$ cat src/rtl/core/irs_pkg.sv
// irs_pkg: shared types and constants of the rendezvous message engine
// holds the process record layout, command codes and status codes
// no dependencies
package irs_pkg;

  localparam int unsigned PID_W  = 4;
  localparam int unsigned LINK_W = 5;
  localparam int unsigned TAG_W  = 16;
  localparam int unsigned TICK_W = 8;

  // command codes
  typedef enum logic [2:0] {
    CMD_SEND  = 3'd0,
    CMD_RECV  = 3'd1,
    CMD_SCHED = 3'd2,
    CMD_POST  = 3'd3,
    CMD_LOAD  = 3'd4,
    CMD_TICK  = 3'd5
  } cmd_e;

  // result status codes
  localparam logic [2:0] STS_DELIVERED = 3'd0;
  localparam logic [2:0] STS_BLOCKED   = 3'd1;
  localparam logic [2:0] STS_DEADLOCK  = 3'd2;
  localparam logic [2:0] STS_INT       = 3'd3;
  localparam logic [2:0] STS_DONE      = 3'd4;
  localparam logic [2:0] STS_IDLE_ALL  = 3'd5;

  // process states
  localparam logic [1:0] PS_RUN  = 2'd0;
  localparam logic [1:0] PS_SEND = 2'd1;
  localparam logic [1:0] PS_RECV = 2'd2;

  // special peer and link codes
  localparam logic [LINK_W-1:0] PEER_ANY = 5'd16;
  localparam logic [LINK_W-1:0] PEER_INT = 5'd17;
  localparam logic [LINK_W-1:0] NO_LINK  = 5'd16;

  // one process record, kept as one memory word
  typedef struct packed {
    logic [1:0]        proc_state;
    logic [PID_W-1:0]  send_target;
    logic [LINK_W-1:0] recv_source;
    logic              int_pending;
    logic [LINK_W-1:0] queue_head;
    logic [LINK_W-1:0] queue_next;
    logic [TAG_W-1:0]  buffer_tag;
    logic [TICK_W-1:0] tick_left;
    logic [TICK_W-1:0] prio;
  } rec_t;

  localparam rec_t REC_RESET = '{
    proc_state:  PS_RUN,
    send_target: '0,
    recv_source: '0,
    int_pending: 1'b0,
    queue_head:  NO_LINK,
    queue_next:  NO_LINK,
    buffer_tag:  '0,
    tick_left:   '0,
    prio:        '0
  };

endpackage

$ cat src/rtl/core/ipc_rendezvous_scheduler.sv
// ipc_rendezvous_scheduler: rendezvous message engine with tick scheduler, all process
// records in one synchronous memory handled read-modify-write; depends on irs_pkg
// flow: ignored commands go straight to output; load, post and tick read then write the record;
// a walk reads one record per chain or queue link, and each scan or refill visits every process
// throughput: one command at a time, input held off until its result is registered
// reset: records read as reset value until written (valid bit per entry); running is 0
module ipc_rendezvous_scheduler #(
  parameter int unsigned NUM_TASKS = 4,
  parameter int unsigned NUM_USER  = 12
) (
  input  logic        clk_i,
  input  logic        rst_ni,
  input  logic        s_axis_tvalid,
  output logic        s_axis_tready,
  // cmd[2:0], caller[6:3], peer[11:7], msg_tag[27:12], value[35:28], zero pad
  input  logic [39:0] s_axis_tdata,
  output logic        m_axis_tvalid,
  input  logic        m_axis_tready,
  // status[2:0], from_pid[7:3], to_pid[11:8], delivered_tag[27:12],
  // ready_pid[31:28]
  output logic [31:0] m_axis_tdata
);

  localparam int unsigned NSUM  = NUM_TASKS + NUM_USER;
  localparam int unsigned NPROC = (NSUM > 16) ? 16 : NSUM;
  localparam logic [irs_pkg::PID_W-1:0]  LAST_PID = irs_pkg::PID_W'(NPROC - 1);
  localparam logic [irs_pkg::LINK_W-1:0] NPROC_L  = irs_pkg::LINK_W'(NPROC);

  typedef enum logic [4:0] {
    S_IDLE, S_DISP, S_LOAD, S_POST, S_TICK, S_SND_CHK, S_CYC, S_SND_PEER,
    S_ENQ_HEAD, S_ENQ_WALK, S_RCV_CHK, S_RCV_PEER, S_UNL, S_SRC, S_SCAN,
    S_REFILL, S_OUT
  } state_e;

  // process record memory
  irs_pkg::rec_t mem_q [16];
  irs_pkg::rec_t rd_q;
  logic          rd_vld_q;
  logic [15:0]   vld_q;

  logic                       rd_en, we;
  logic [irs_pkg::PID_W-1:0]  rd_addr, waddr;
  irs_pkg::rec_t              wdata, rec;

  state_e state_q, state_d;
  logic [2:0]                 cmd_q, cmd_d;
  logic [irs_pkg::PID_W-1:0]  caller_q, caller_d;
  logic [irs_pkg::LINK_W-1:0] peer_q, peer_d;
  logic [irs_pkg::TAG_W-1:0]  tag_q, tag_d;
  logic [irs_pkg::TICK_W-1:0] value_q, value_d;
  irs_pkg::rec_t              caller_rec_q, caller_rec_d, prev_rec_q, prev_rec_d;
  logic [irs_pkg::LINK_W-1:0] p_q, p_d, prev_q, prev_d, n_q, n_d;
  logic [irs_pkg::PID_W-1:0]  src_q, src_d, idx_q, idx_d, who_q, who_d;
  logic [irs_pkg::TICK_W-1:0] best_q, best_d;
  logic                       pass_q, pass_d, found_q, found_d;
  logic [2:0]                 ok_q, ok_d, fail_q, fail_d;
  logic [irs_pkg::PID_W-1:0]  running_q, running_d;
  logic [2:0]                 sts_q, sts_d;
  logic [irs_pkg::LINK_W-1:0] from_q, from_d;
  logic [irs_pkg::PID_W-1:0]  to_q, to_d;
  logic [irs_pkg::TAG_W-1:0]  dtag_q, dtag_d;
  logic                       out_vld_q, out_vld_d;
  logic [31:0]                out_q, out_d;

  // scratch values of the control logic
  logic                       go_sched, caller_ok, peer_in, s_take;
  logic [irs_pkg::TICK_W-1:0] best_n;
  logic [irs_pkg::PID_W-1:0]  who_n;
  irs_pkg::rec_t              blk_rec;

  assign rec           = rd_vld_q ? rd_q : irs_pkg::REC_RESET;
  assign s_axis_tready = (state_q == S_IDLE);
  assign s_take        = s_axis_tvalid && s_axis_tready;
  assign m_axis_tvalid = out_vld_q;
  assign m_axis_tdata  = out_q;
  assign caller_ok     = {1'b0, caller_q} < NPROC_L;
  assign peer_in       = (peer_q < NPROC_L) && (peer_q != {1'b0, caller_q});

  // memory with one write and one read port, write data forwarded to read
  always_ff @(posedge clk_i) begin
    if (we) begin
      mem_q[waddr] <= wdata;
    end
    if (rd_en) begin
      rd_q <= (we && waddr == rd_addr) ? wdata : mem_q[rd_addr];
    end
  end

  always_ff @(posedge clk_i or negedge rst_ni) begin
    if (!rst_ni) begin
      vld_q    <= '0;
      rd_vld_q <= 1'b0;
    end else begin
      if (we) begin
        vld_q[waddr] <= 1'b1;
      end
      if (rd_en) begin
        rd_vld_q <= (we && waddr == rd_addr) ? 1'b1 : vld_q[rd_addr];
      end
    end
  end

  // command sequencer
  always_comb begin
    state_d      = state_q;
    cmd_d        = cmd_q;
    caller_d     = caller_q;
    peer_d       = peer_q;
    tag_d        = tag_q;
    value_d      = value_q;
    caller_rec_d = caller_rec_q;
    prev_rec_d   = prev_rec_q;
    p_d          = p_q;
    prev_d       = prev_q;
    n_d          = n_q;
    src_d        = src_q;
    idx_d        = idx_q;
    who_d        = who_q;
    best_d       = best_q;
    pass_d       = pass_q;
    found_d      = found_q;
    ok_d         = ok_q;
    fail_d       = fail_q;
    running_d    = running_q;
    sts_d        = sts_q;
    from_d       = from_q;
    to_d         = to_q;
    dtag_d       = dtag_q;
    out_vld_d    = out_vld_q && !m_axis_tready;
    out_d        = out_q;
    rd_en        = 1'b0;
    rd_addr      = '0;
    we           = 1'b0;
    waddr        = '0;
    wdata        = rec;
    go_sched     = 1'b0;
    best_n       = best_q;
    who_n        = who_q;
    blk_rec      = caller_rec_q;

    unique case (state_q)
      S_IDLE: begin
        if (s_take) begin
          cmd_d    = s_axis_tdata[2:0];
          caller_d = s_axis_tdata[6:3];
          peer_d   = s_axis_tdata[11:7];
          tag_d    = s_axis_tdata[27:12];
          value_d  = s_axis_tdata[35:28];
          sts_d    = irs_pkg::STS_DONE;
          from_d   = '0;
          to_d     = '0;
          dtag_d   = '0;
          state_d  = S_DISP;
        end
      end

      S_DISP: begin
        state_d = S_OUT;
        rd_addr = caller_q;
        unique case (cmd_q)
          irs_pkg::CMD_SEND: begin
            if (caller_ok && peer_in) begin
              rd_en   = 1'b1;
              state_d = S_SND_CHK;
            end
          end
          irs_pkg::CMD_RECV: begin
            if (caller_ok && (peer_q == irs_pkg::PEER_ANY ||
                              peer_q == irs_pkg::PEER_INT || peer_in)) begin
              rd_en   = 1'b1;
              state_d = S_RCV_CHK;
            end
          end
          irs_pkg::CMD_SCHED: begin
            ok_d     = irs_pkg::STS_DONE;
            fail_d   = irs_pkg::STS_IDLE_ALL;
            go_sched = 1'b1;
          end
          irs_pkg::CMD_POST: begin
            if (caller_ok) begin
              rd_en   = 1'b1;
              state_d = S_POST;
            end
          end
          irs_pkg::CMD_LOAD: begin
            if (caller_ok) begin
              rd_en   = 1'b1;
              state_d = S_LOAD;
            end
          end
          irs_pkg::CMD_TICK: begin
            rd_en   = 1'b1;
            rd_addr = running_q;
            state_d = S_TICK;
          end
          default: ;
        endcase
      end

      // priority load
      S_LOAD: begin
        we         = 1'b1;
        waddr      = caller_q;
        wdata.prio = value_q;
        state_d    = S_OUT;
      end

      // interrupt post
      S_POST: begin
        we      = 1'b1;
        waddr   = caller_q;
        state_d = S_OUT;
        if (rec.proc_state == irs_pkg::PS_RECV &&
            (rec.recv_source == irs_pkg::PEER_ANY ||
             rec.recv_source == irs_pkg::PEER_INT)) begin
          wdata.proc_state  = irs_pkg::PS_RUN;
          wdata.recv_source = '0;
          sts_d             = irs_pkg::STS_INT;
          from_d            = irs_pkg::PEER_INT;
          to_d              = caller_q;
        end else begin
          wdata.int_pending = 1'b1;
        end
      end

      // clock tick on the running process
      S_TICK: begin
        state_d = S_OUT;
        if (rec.tick_left != '0) begin
          we              = 1'b1;
          waddr           = running_q;
          wdata.tick_left = rec.tick_left - 8'd1;
          if (rec.tick_left == 8'd1) begin
            ok_d     = irs_pkg::STS_DONE;
            fail_d   = irs_pkg::STS_IDLE_ALL;
            go_sched = 1'b1;
          end
        end
      end

      // send: caller must be runnable, then walk the sender chain
      S_SND_CHK: begin
        caller_rec_d = rec;
        state_d      = S_OUT;
        if (rec.proc_state == irs_pkg::PS_RUN) begin
          rd_en   = 1'b1;
          rd_addr = peer_q[3:0];
          p_d     = peer_q;
          n_d     = '0;
          state_d = S_CYC;
        end
      end

      S_CYC: begin
        if (rec.proc_state != irs_pkg::PS_SEND || n_q == 5'd16) begin
          rd_en   = 1'b1;
          rd_addr = peer_q[3:0];
          state_d = S_SND_PEER;
        end else if (rec.send_target == caller_q) begin
          sts_d   = irs_pkg::STS_DEADLOCK;
          state_d = S_OUT;
        end else begin
          rd_en   = 1'b1;
          rd_addr = rec.send_target;
          p_d     = {1'b0, rec.send_target};
          n_d     = n_q + 5'd1;
        end
      end

      // deliver to a waiting receiver or block on its queue
      S_SND_PEER: begin
        we = 1'b1;
        if (rec.proc_state == irs_pkg::PS_RECV &&
            (rec.recv_source == {1'b0, caller_q} ||
             rec.recv_source == irs_pkg::PEER_ANY)) begin
          waddr             = peer_q[3:0];
          wdata.proc_state  = irs_pkg::PS_RUN;
          wdata.recv_source = '0;
          sts_d             = irs_pkg::STS_DELIVERED;
          from_d            = {1'b0, caller_q};
          to_d              = peer_q[3:0];
          dtag_d            = tag_q;
          state_d           = S_OUT;
        end else begin
          waddr             = caller_q;
          wdata             = caller_rec_q;
          wdata.proc_state  = irs_pkg::PS_SEND;
          wdata.send_target = peer_q[3:0];
          wdata.buffer_tag  = tag_q;
          wdata.queue_next  = irs_pkg::NO_LINK;
          rd_en             = 1'b1;
          rd_addr           = peer_q[3:0];
          state_d           = S_ENQ_HEAD;
        end
      end

      S_ENQ_HEAD: begin
        if (rec.queue_head >= irs_pkg::NO_LINK) begin
          we               = 1'b1;
          waddr            = peer_q[3:0];
          wdata.queue_head = {1'b0, caller_q};
          sts_d            = irs_pkg::STS_BLOCKED;
          ok_d             = irs_pkg::STS_BLOCKED;
          fail_d           = irs_pkg::STS_BLOCKED;
          go_sched         = 1'b1;
        end else begin
          rd_en   = 1'b1;
          rd_addr = rec.queue_head[3:0];
          p_d     = rec.queue_head;
          n_d     = '0;
          state_d = S_ENQ_WALK;
        end
      end

      // walk to the queue tail and append the caller
      S_ENQ_WALK: begin
        if (rec.queue_next >= irs_pkg::NO_LINK || n_q == 5'd16) begin
          we               = 1'b1;
          waddr            = p_q[3:0];
          wdata.queue_next = {1'b0, caller_q};
          sts_d            = irs_pkg::STS_BLOCKED;
          ok_d             = irs_pkg::STS_BLOCKED;
          fail_d           = irs_pkg::STS_BLOCKED;
          go_sched         = 1'b1;
        end else begin
          rd_en   = 1'b1;
          rd_addr = rec.queue_next[3:0];
          p_d     = rec.queue_next;
          n_d     = n_q + 5'd1;
        end
      end

      // receive: interrupt first, then a queued sender, else block
      S_RCV_CHK: begin
        caller_rec_d          = rec;
        blk_rec               = rec;
        blk_rec.proc_state    = irs_pkg::PS_RECV;
        blk_rec.recv_source   = peer_q;
        state_d               = S_OUT;
        if (rec.proc_state == irs_pkg::PS_RUN) begin
          if (rec.int_pending && (peer_q == irs_pkg::PEER_ANY ||
                                  peer_q == irs_pkg::PEER_INT)) begin
            we                = 1'b1;
            waddr             = caller_q;
            wdata.int_pending = 1'b0;
            sts_d             = irs_pkg::STS_INT;
            from_d            = irs_pkg::PEER_INT;
            to_d              = caller_q;
          end else if (peer_q == irs_pkg::PEER_ANY &&
                       rec.queue_head < irs_pkg::NO_LINK) begin
            src_d   = rec.queue_head[3:0];
            found_d = 1'b0;
            prev_d  = irs_pkg::NO_LINK;
            p_d     = rec.queue_head;
            n_d     = '0;
            rd_en   = 1'b1;
            rd_addr = rec.queue_head[3:0];
            state_d = S_UNL;
          end else if (peer_q < irs_pkg::NO_LINK) begin
            rd_en   = 1'b1;
            rd_addr = peer_q[3:0];
            state_d = S_RCV_PEER;
          end else begin
            we       = 1'b1;
            waddr    = caller_q;
            wdata    = blk_rec;
            sts_d    = irs_pkg::STS_BLOCKED;
            ok_d     = irs_pkg::STS_BLOCKED;
            fail_d   = irs_pkg::STS_BLOCKED;
            go_sched = 1'b1;
          end
        end
      end

      S_RCV_PEER: begin
        blk_rec.proc_state  = irs_pkg::PS_RECV;
        blk_rec.recv_source = peer_q;
        if (rec.proc_state == irs_pkg::PS_SEND && rec.send_target == caller_q) begin
          src_d   = peer_q[3:0];
          found_d = 1'b0;
          prev_d  = irs_pkg::NO_LINK;
          p_d     = caller_rec_q.queue_head;
          n_d     = '0;
          rd_en   = 1'b1;
          if (caller_rec_q.queue_head < irs_pkg::NO_LINK) begin
            rd_addr = caller_rec_q.queue_head[3:0];
            state_d = S_UNL;
          end else begin
            rd_addr = peer_q[3:0];
            state_d = S_SRC;
          end
        end else begin
          we       = 1'b1;
          waddr    = caller_q;
          wdata    = blk_rec;
          sts_d    = irs_pkg::STS_BLOCKED;
          ok_d     = irs_pkg::STS_BLOCKED;
          fail_d   = irs_pkg::STS_BLOCKED;
          go_sched = 1'b1;
        end
      end

      // unlink the sender from the caller's queue
      S_UNL: begin
        rd_addr = src_q;
        if (p_q[3:0] == src_q) begin
          found_d = 1'b1;
          we      = 1'b1;
          rd_en   = 1'b1;
          state_d = S_SRC;
          if (prev_q >= irs_pkg::NO_LINK) begin
            waddr            = caller_q;
            wdata            = caller_rec_q;
            wdata.queue_head = rec.queue_next;
          end else begin
            waddr            = prev_q[3:0];
            wdata            = prev_rec_q;
            wdata.queue_next = rec.queue_next;
          end
        end else begin
          prev_d     = p_q;
          prev_rec_d = rec;
          p_d        = rec.queue_next;
          n_d        = n_q + 5'd1;
          rd_en      = 1'b1;
          if (n_q == 5'd15 || rec.queue_next >= irs_pkg::NO_LINK) begin
            state_d = S_SRC;
          end else begin
            rd_addr = rec.queue_next[3:0];
          end
        end
      end

      // release the sender and hand over its tag
      S_SRC: begin
        we                = 1'b1;
        waddr             = src_q;
        wdata.proc_state  = irs_pkg::PS_RUN;
        wdata.send_target = '0;
        if (found_q) begin
          wdata.queue_next = irs_pkg::NO_LINK;
        end
        sts_d   = irs_pkg::STS_DELIVERED;
        from_d  = {1'b0, src_q};
        to_d    = caller_q;
        dtag_d  = rec.buffer_tag;
        state_d = S_OUT;
      end

      // scheduler scan for the most ticks
      S_SCAN: begin
        if (rec.proc_state == irs_pkg::PS_RUN && rec.tick_left > best_q) begin
          best_n = rec.tick_left;
          who_n  = idx_q;
        end
        best_d = best_n;
        who_d  = who_n;
        if (idx_q == LAST_PID) begin
          if (best_n != '0) begin
            running_d = who_n;
            sts_d     = ok_q;
            state_d   = S_OUT;
          end else if (!pass_q) begin
            pass_d  = 1'b1;
            idx_d   = '0;
            rd_en   = 1'b1;
            state_d = S_REFILL;
          end else begin
            sts_d   = fail_q;
            state_d = S_OUT;
          end
        end else begin
          idx_d   = idx_q + 4'd1;
          rd_en   = 1'b1;
          rd_addr = idx_q + 4'd1;
        end
      end

      // refill runnable ticks from priority
      S_REFILL: begin
        if (rec.proc_state == irs_pkg::PS_RUN) begin
          we              = 1'b1;
          waddr           = idx_q;
          wdata.tick_left = rec.prio;
        end
        rd_en = 1'b1;
        if (idx_q == LAST_PID) begin
          idx_d   = '0;
          best_d  = '0;
          who_d   = '0;
          state_d = S_SCAN;
        end else begin
          idx_d   = idx_q + 4'd1;
          rd_addr = idx_q + 4'd1;
        end
      end

      // hand the result to the output register
      S_OUT: begin
        if (!out_vld_q || m_axis_tready) begin
          out_vld_d = 1'b1;
          out_d     = {running_q, dtag_q, to_q, from_q, sts_q};
          state_d   = S_IDLE;
        end
      end

      default: state_d = S_IDLE;
    endcase

    // start a scheduler pass
    if (go_sched) begin
      idx_d   = '0;
      best_d  = '0;
      who_d   = '0;
      pass_d  = 1'b0;
      rd_en   = 1'b1;
      rd_addr = '0;
      state_d = S_SCAN;
    end
  end

  always_ff @(posedge clk_i or negedge rst_ni) begin
    if (!rst_ni) begin
      state_q   <= S_IDLE;
      running_q <= '0;
      out_vld_q <= 1'b0;
      out_q     <= '0;
    end else begin
      state_q   <= state_d;
      running_q <= running_d;
      out_vld_q <= out_vld_d;
      out_q     <= out_d;
    end
  end

  // payload and walk registers
  always_ff @(posedge clk_i) begin
    cmd_q        <= cmd_d;
    caller_q     <= caller_d;
    peer_q       <= peer_d;
    tag_q        <= tag_d;
    value_q      <= value_d;
    caller_rec_q <= caller_rec_d;
    prev_rec_q   <= prev_rec_d;
    p_q          <= p_d;
    prev_q       <= prev_d;
    n_q          <= n_d;
    src_q        <= src_d;
    idx_q        <= idx_d;
    who_q        <= who_d;
    best_q       <= best_d;
    pass_q       <= pass_d;
    found_q      <= found_d;
    ok_q         <= ok_d;
    fail_q       <= fail_d;
    sts_q        <= sts_d;
    from_q       <= from_d;
    to_q         <= to_d;
    dtag_q       <= dtag_d;
  end

  // a written entry is valid from then on
  a_write_valid : assert property (@(posedge clk_i) disable iff (!rst_ni)
    we |=> vld_q[$past(waddr)])
    else $error("written record not marked valid");

  // the scheduler only ever picks an existing process
  a_running_range : assert property (@(posedge clk_i) disable iff (!rst_ni)
    running_q <= LAST_PID)
    else $error("running process out of range");

  // an accepted command is dispatched next
  a_accept_disp : assert property (@(posedge clk_i) disable iff (!rst_ni)
    s_take |=> state_q == S_DISP)
    else $error("accepted command not dispatched");

endmodule

$ cat config.mk
export PLATFORM = sky130hd
export DESIGN_NAME = ipc_rendezvous_scheduler
export DESIGN_NICKNAME = d
export VERILOG_FILES = /design/src/rtl/core/irs_pkg.sv /design/src/rtl/core/ipc_rendezvous_scheduler.sv
export SDC_FILE = /design/constraint.sdc
export NUM_CORES = 2
export LEC_CHECK = 0
export BUFFER_PORTS_ARGS = -buffer_cell sky130_fd_sc_hd__buf_2
export CAP_MARGIN = 20
export CORE_UTILIZATION = 42
export DETAILED_ROUTE_END_ITERATION = 6
export PLACE_DENSITY = 0.62
export SYNTH_ARGS = -nofsm -noshare
export SYNTH_HDL_FRONTEND = slang
export SYNTH_SLANG_ARGS = --single-unit
$ cat constraint.sdc
create_clock -name clk_i -period 5.3 [get_ports clk_i]
set_input_delay 1.59 -clock clk_i [delete_from_list [all_inputs] [get_ports clk_i]]
set_output_delay 1.59 -clock clk_i [all_outputs]
set_load 0.03 [all_outputs]
==> flow_summary.ini <==
[outcome]
outcome = completed

[clock_tree]
cts_max_path_buffers = 3
post_cts.resized_instances = 0
cts_tree = built
clock-sinks = 1183
cts_root_buffer = clkbuf_16
htreeDepth = 3
path_clk_slew_ps = 70
numCtsBuffers = 115
cts_hold_buf = 0
cts_setup_buffers = 0
clk_latency_ps = 740

[logic_synthesis]
synth_compound_area_share_pct = 12.0
synth_xor_area_share_pct = 0.437
syn-num-nets = 3608
synth_adder_area_share_pct = 0.320
synth_seq_area_share_pct = 70.0
synth-main-ff-cell = edfxtp_1
yosysUniqueCellTypes = 98
synthesis.area_um2 = 50100
netlist_instances = 3552
synth.area.mux_share_pct = 5.71
synthSimpleGateAreaFrac_pct = 8.71
synth_top_family_by_area = compound AO/OA/AOI/OAI gates
synth-seq-cells = 1183
async_flop_share_pct = 4.99
synth-edff-count = 1107
yosysWarnings = 0
synth_area_per_cell_um2 = 14.1

[placed_design]
gp_congestion = 0.990
dp_slack_ps = 642
dp_hpwl_um = 95700
numPortBuffers = 73

[critical_path]
worst_setup_path_end_kind = flip-flop
required_ps = 5790
critPathLaunchType = flip-flop
critPathMaxFanout = 31
crit_type = flip-flop to flip-flop
worst-endpoint-arrival_ps = 5300
crit_start = state_q[0]
r2r_start = state_q[0]

[detailed_routing]
vias = 33600
first_iter_violations = 4595
dr.pass1.iters = 6
post_drt_wl_per_cell_um = 28.5
drc = 0
final_antenna_net_count = 0
vias_per_cell = 6.17
wirelength_um = 155000

[floorplan]
dieArea_um2 = 121000
num_rows = 126
initial_core_util_pct = 42.4
io-pin-count = 78
die_h_um = 347
coreArea_um2 = 118000
dieWidth_um = 347

[sta]
drv_slew = 0
tightest_slew_ps = 1180
setup_viol = 0
setup_ws_ps = 492
fin_crit_sh_pct = 90.7
rsz0062_at_grt = no
hold_viol = 0
finalSetupTns_ps = 0
layout_min_cycle_time_ps = 4810
hold-worst-slack_ps = 462
skew_ps = 43.8
fmax_mhz = 208
slew_headroom_pct = 21.2

[global_routing]
grt_pass1_vias = 32300
overflow = 0
grt_max_degree = 75
groute.usage.overall_pct = 25.4
grt_antenna_before_repair = 5
grt_pass1_wl_um = 225000

[pwr]
irDropWorstVdd_mv = 0.436
p_per_area_nw_per_um2 = 657
leakage_nw = 20.9
finalPower_w = 0.0385

[hold_path]
hold_class = flip-flop to flip-flop
hold_start = vld_q[9]

[layout]
nets = 3863
post-route-util_pct = 49.5
layout-drive-gt1-share_pct = 17.8
area_growth_pct = 16.9

[run]
drv_cap = 0
critical path, stage by stage, from the launching register on:
cell and delay [ps]:
dfrtp_1 830, nor3b_2 600, nand2_1 380, o21ai_0 410
nor4_1 130, o21a_1 270, a21oi_4 480, buf_4 470
nor3_1 100, a2111oi_0 400, nor3_1 190, o31ai_1 320
path summary, 6_finish.rpt:
| kind | endpoint | slack, ps | cells past startpoint |
|---|---|---|---|
| min reg2reg | vld_q[9] | 460 | 2 |
| min | vld_q[9] | 460 | 2 |
| max in group asynchronous | rd_vld_q | 3590 | 2 |
| max reg2reg | rd_q[52] | 490 | 11 |
| max | rd_q[52] | 490 | 11 |
| min in group asynchronous | m_axis_tdata[10] | 690 | 1 |
where the power goes:
group / switching, W / leakage [nW] / internal, W
clock network: 0.00354 / 1.77 / 0.00449
registers: 0.000638 / 10.9 / 0.0139
logic: 0.0108 / 8.21 / 0.00514
layout by cell type (no fill, tap or decap), drive strengths merged, types with 10 or more instances in the layout:
master  count
edfxtp   1107
mux2i     224
a21oi     123
dfxtp      17
nand2     290
buf       392
or3       118
inv        78
nor4       14
o31ai     110
a31oi      13
ha         12
dfrtp      59
a221oi     64
o21ai     184
nand3     126
a32o       13
and3       10
nor2      137
mux2       52
clkinv     45
or2        22
a22oi      34
o221ai    126
o211ai     16
nor3       92
a222oi     19
a32oi      39
and2       20
o22ai      10
xnor2      14
xor2       11
clkbuf    155
layer usage:
| metal | vias to the layer above | wire length (um) | GRT usage [%] |
|---|---|---|---|
| met1 | 17000 | 66100 | 36.7 |
| met2 | 1724 | 70400 | 38.8 |
| li1 | 14600 | - | - |
| met3 | 259 | 14200 | 4.52 |
| met5 | - | 0 | 0 |
| met4 | 0 | 4400 | 8.00 |
cells by family after synthesis:
group	after synthesis
AOI/OAI and AO/OA	838
xor gates and xnor gates	25
adders and majority gates	13
buffers and inverters	330
DFF	1183
muxes	276
and+or+nand+nor	887
cell type report:
cell class / count / area [um^2]
multi-input combinational: 2039 / 13900
timing repair buffer: 393 / 3740
clock inverter: 62 / 576
antenna: 1 / 2.50
fill: 9965 / 59700
inverter: 75 / 282
clock buffer: 154 / 3100
tap: 1536 / 1920
sequential: 1183 / 35100
synthesized netlist by cell type (8+ instances only):
master	n	area share, %
and2_1	20	0.25
a222oi_1	19	0.38
nand2_1	288	2.2
xnor2_1	14	0.24
o211ai_1	15	0.22
o22ai_1	10	0.12
mux2_4	9	0.27
mux2i_1	224	4.5
a21o_1	8	0.12
edfxtp_1	1107	66
xor2_1	11	0.19
or3_1	118	1.5
o221ai_1	126	2.2
a221oi_1	64	1.1
o21ai_1	8	0.080
a22oi_1	34	0.51
nor3_1	89	0.89
o31ai_1	109	1.6
or2_2	21	0.26
and3_1	10	0.12
clkbuf_1	159	1.2
a32oi_1	39	0.68
buf_4	19	0.28
nand3_1	125	1.2
dfxtp_1	17	0.68
buf_2	54	0.54
ha_1	12	0.30
nand3b_1	9	0.13
buf_1	15	0.11
dfrtp_1	59	2.9
nor2_1	133	1.0
inv_1	73	0.55
a21oi_1	122	1.2
mux2_2	42	0.94
nor4_1	14	0.17
nand4_1	8	0.10
a32o_1	13	0.26
o21ai_0	176	1.8
a31oi_1	12	0.15
state kept, by name (all words and copies together) (netlist names), 5 cells and up:
name	flops
best_q	8
caller_rec_q	54
dtag_q	16
from_q	5
m_axis_tdata	32
mem_q	864
n_q	5
p_q	5
peer_q	5
prev_q	5
prev_rec_q	49
rd_q	54
state_q	5
tag_q	16
value_q	8
vld_q	16
metrics by stage:
stage	cell area, um^2	cells
CTS	58600	5441
detailed placement	54900	5225
global route	58600	5442
global placement	54900	5225
floorplan	50100	3552
finish	58600	5443
Power figures use the tool's default switching activity.
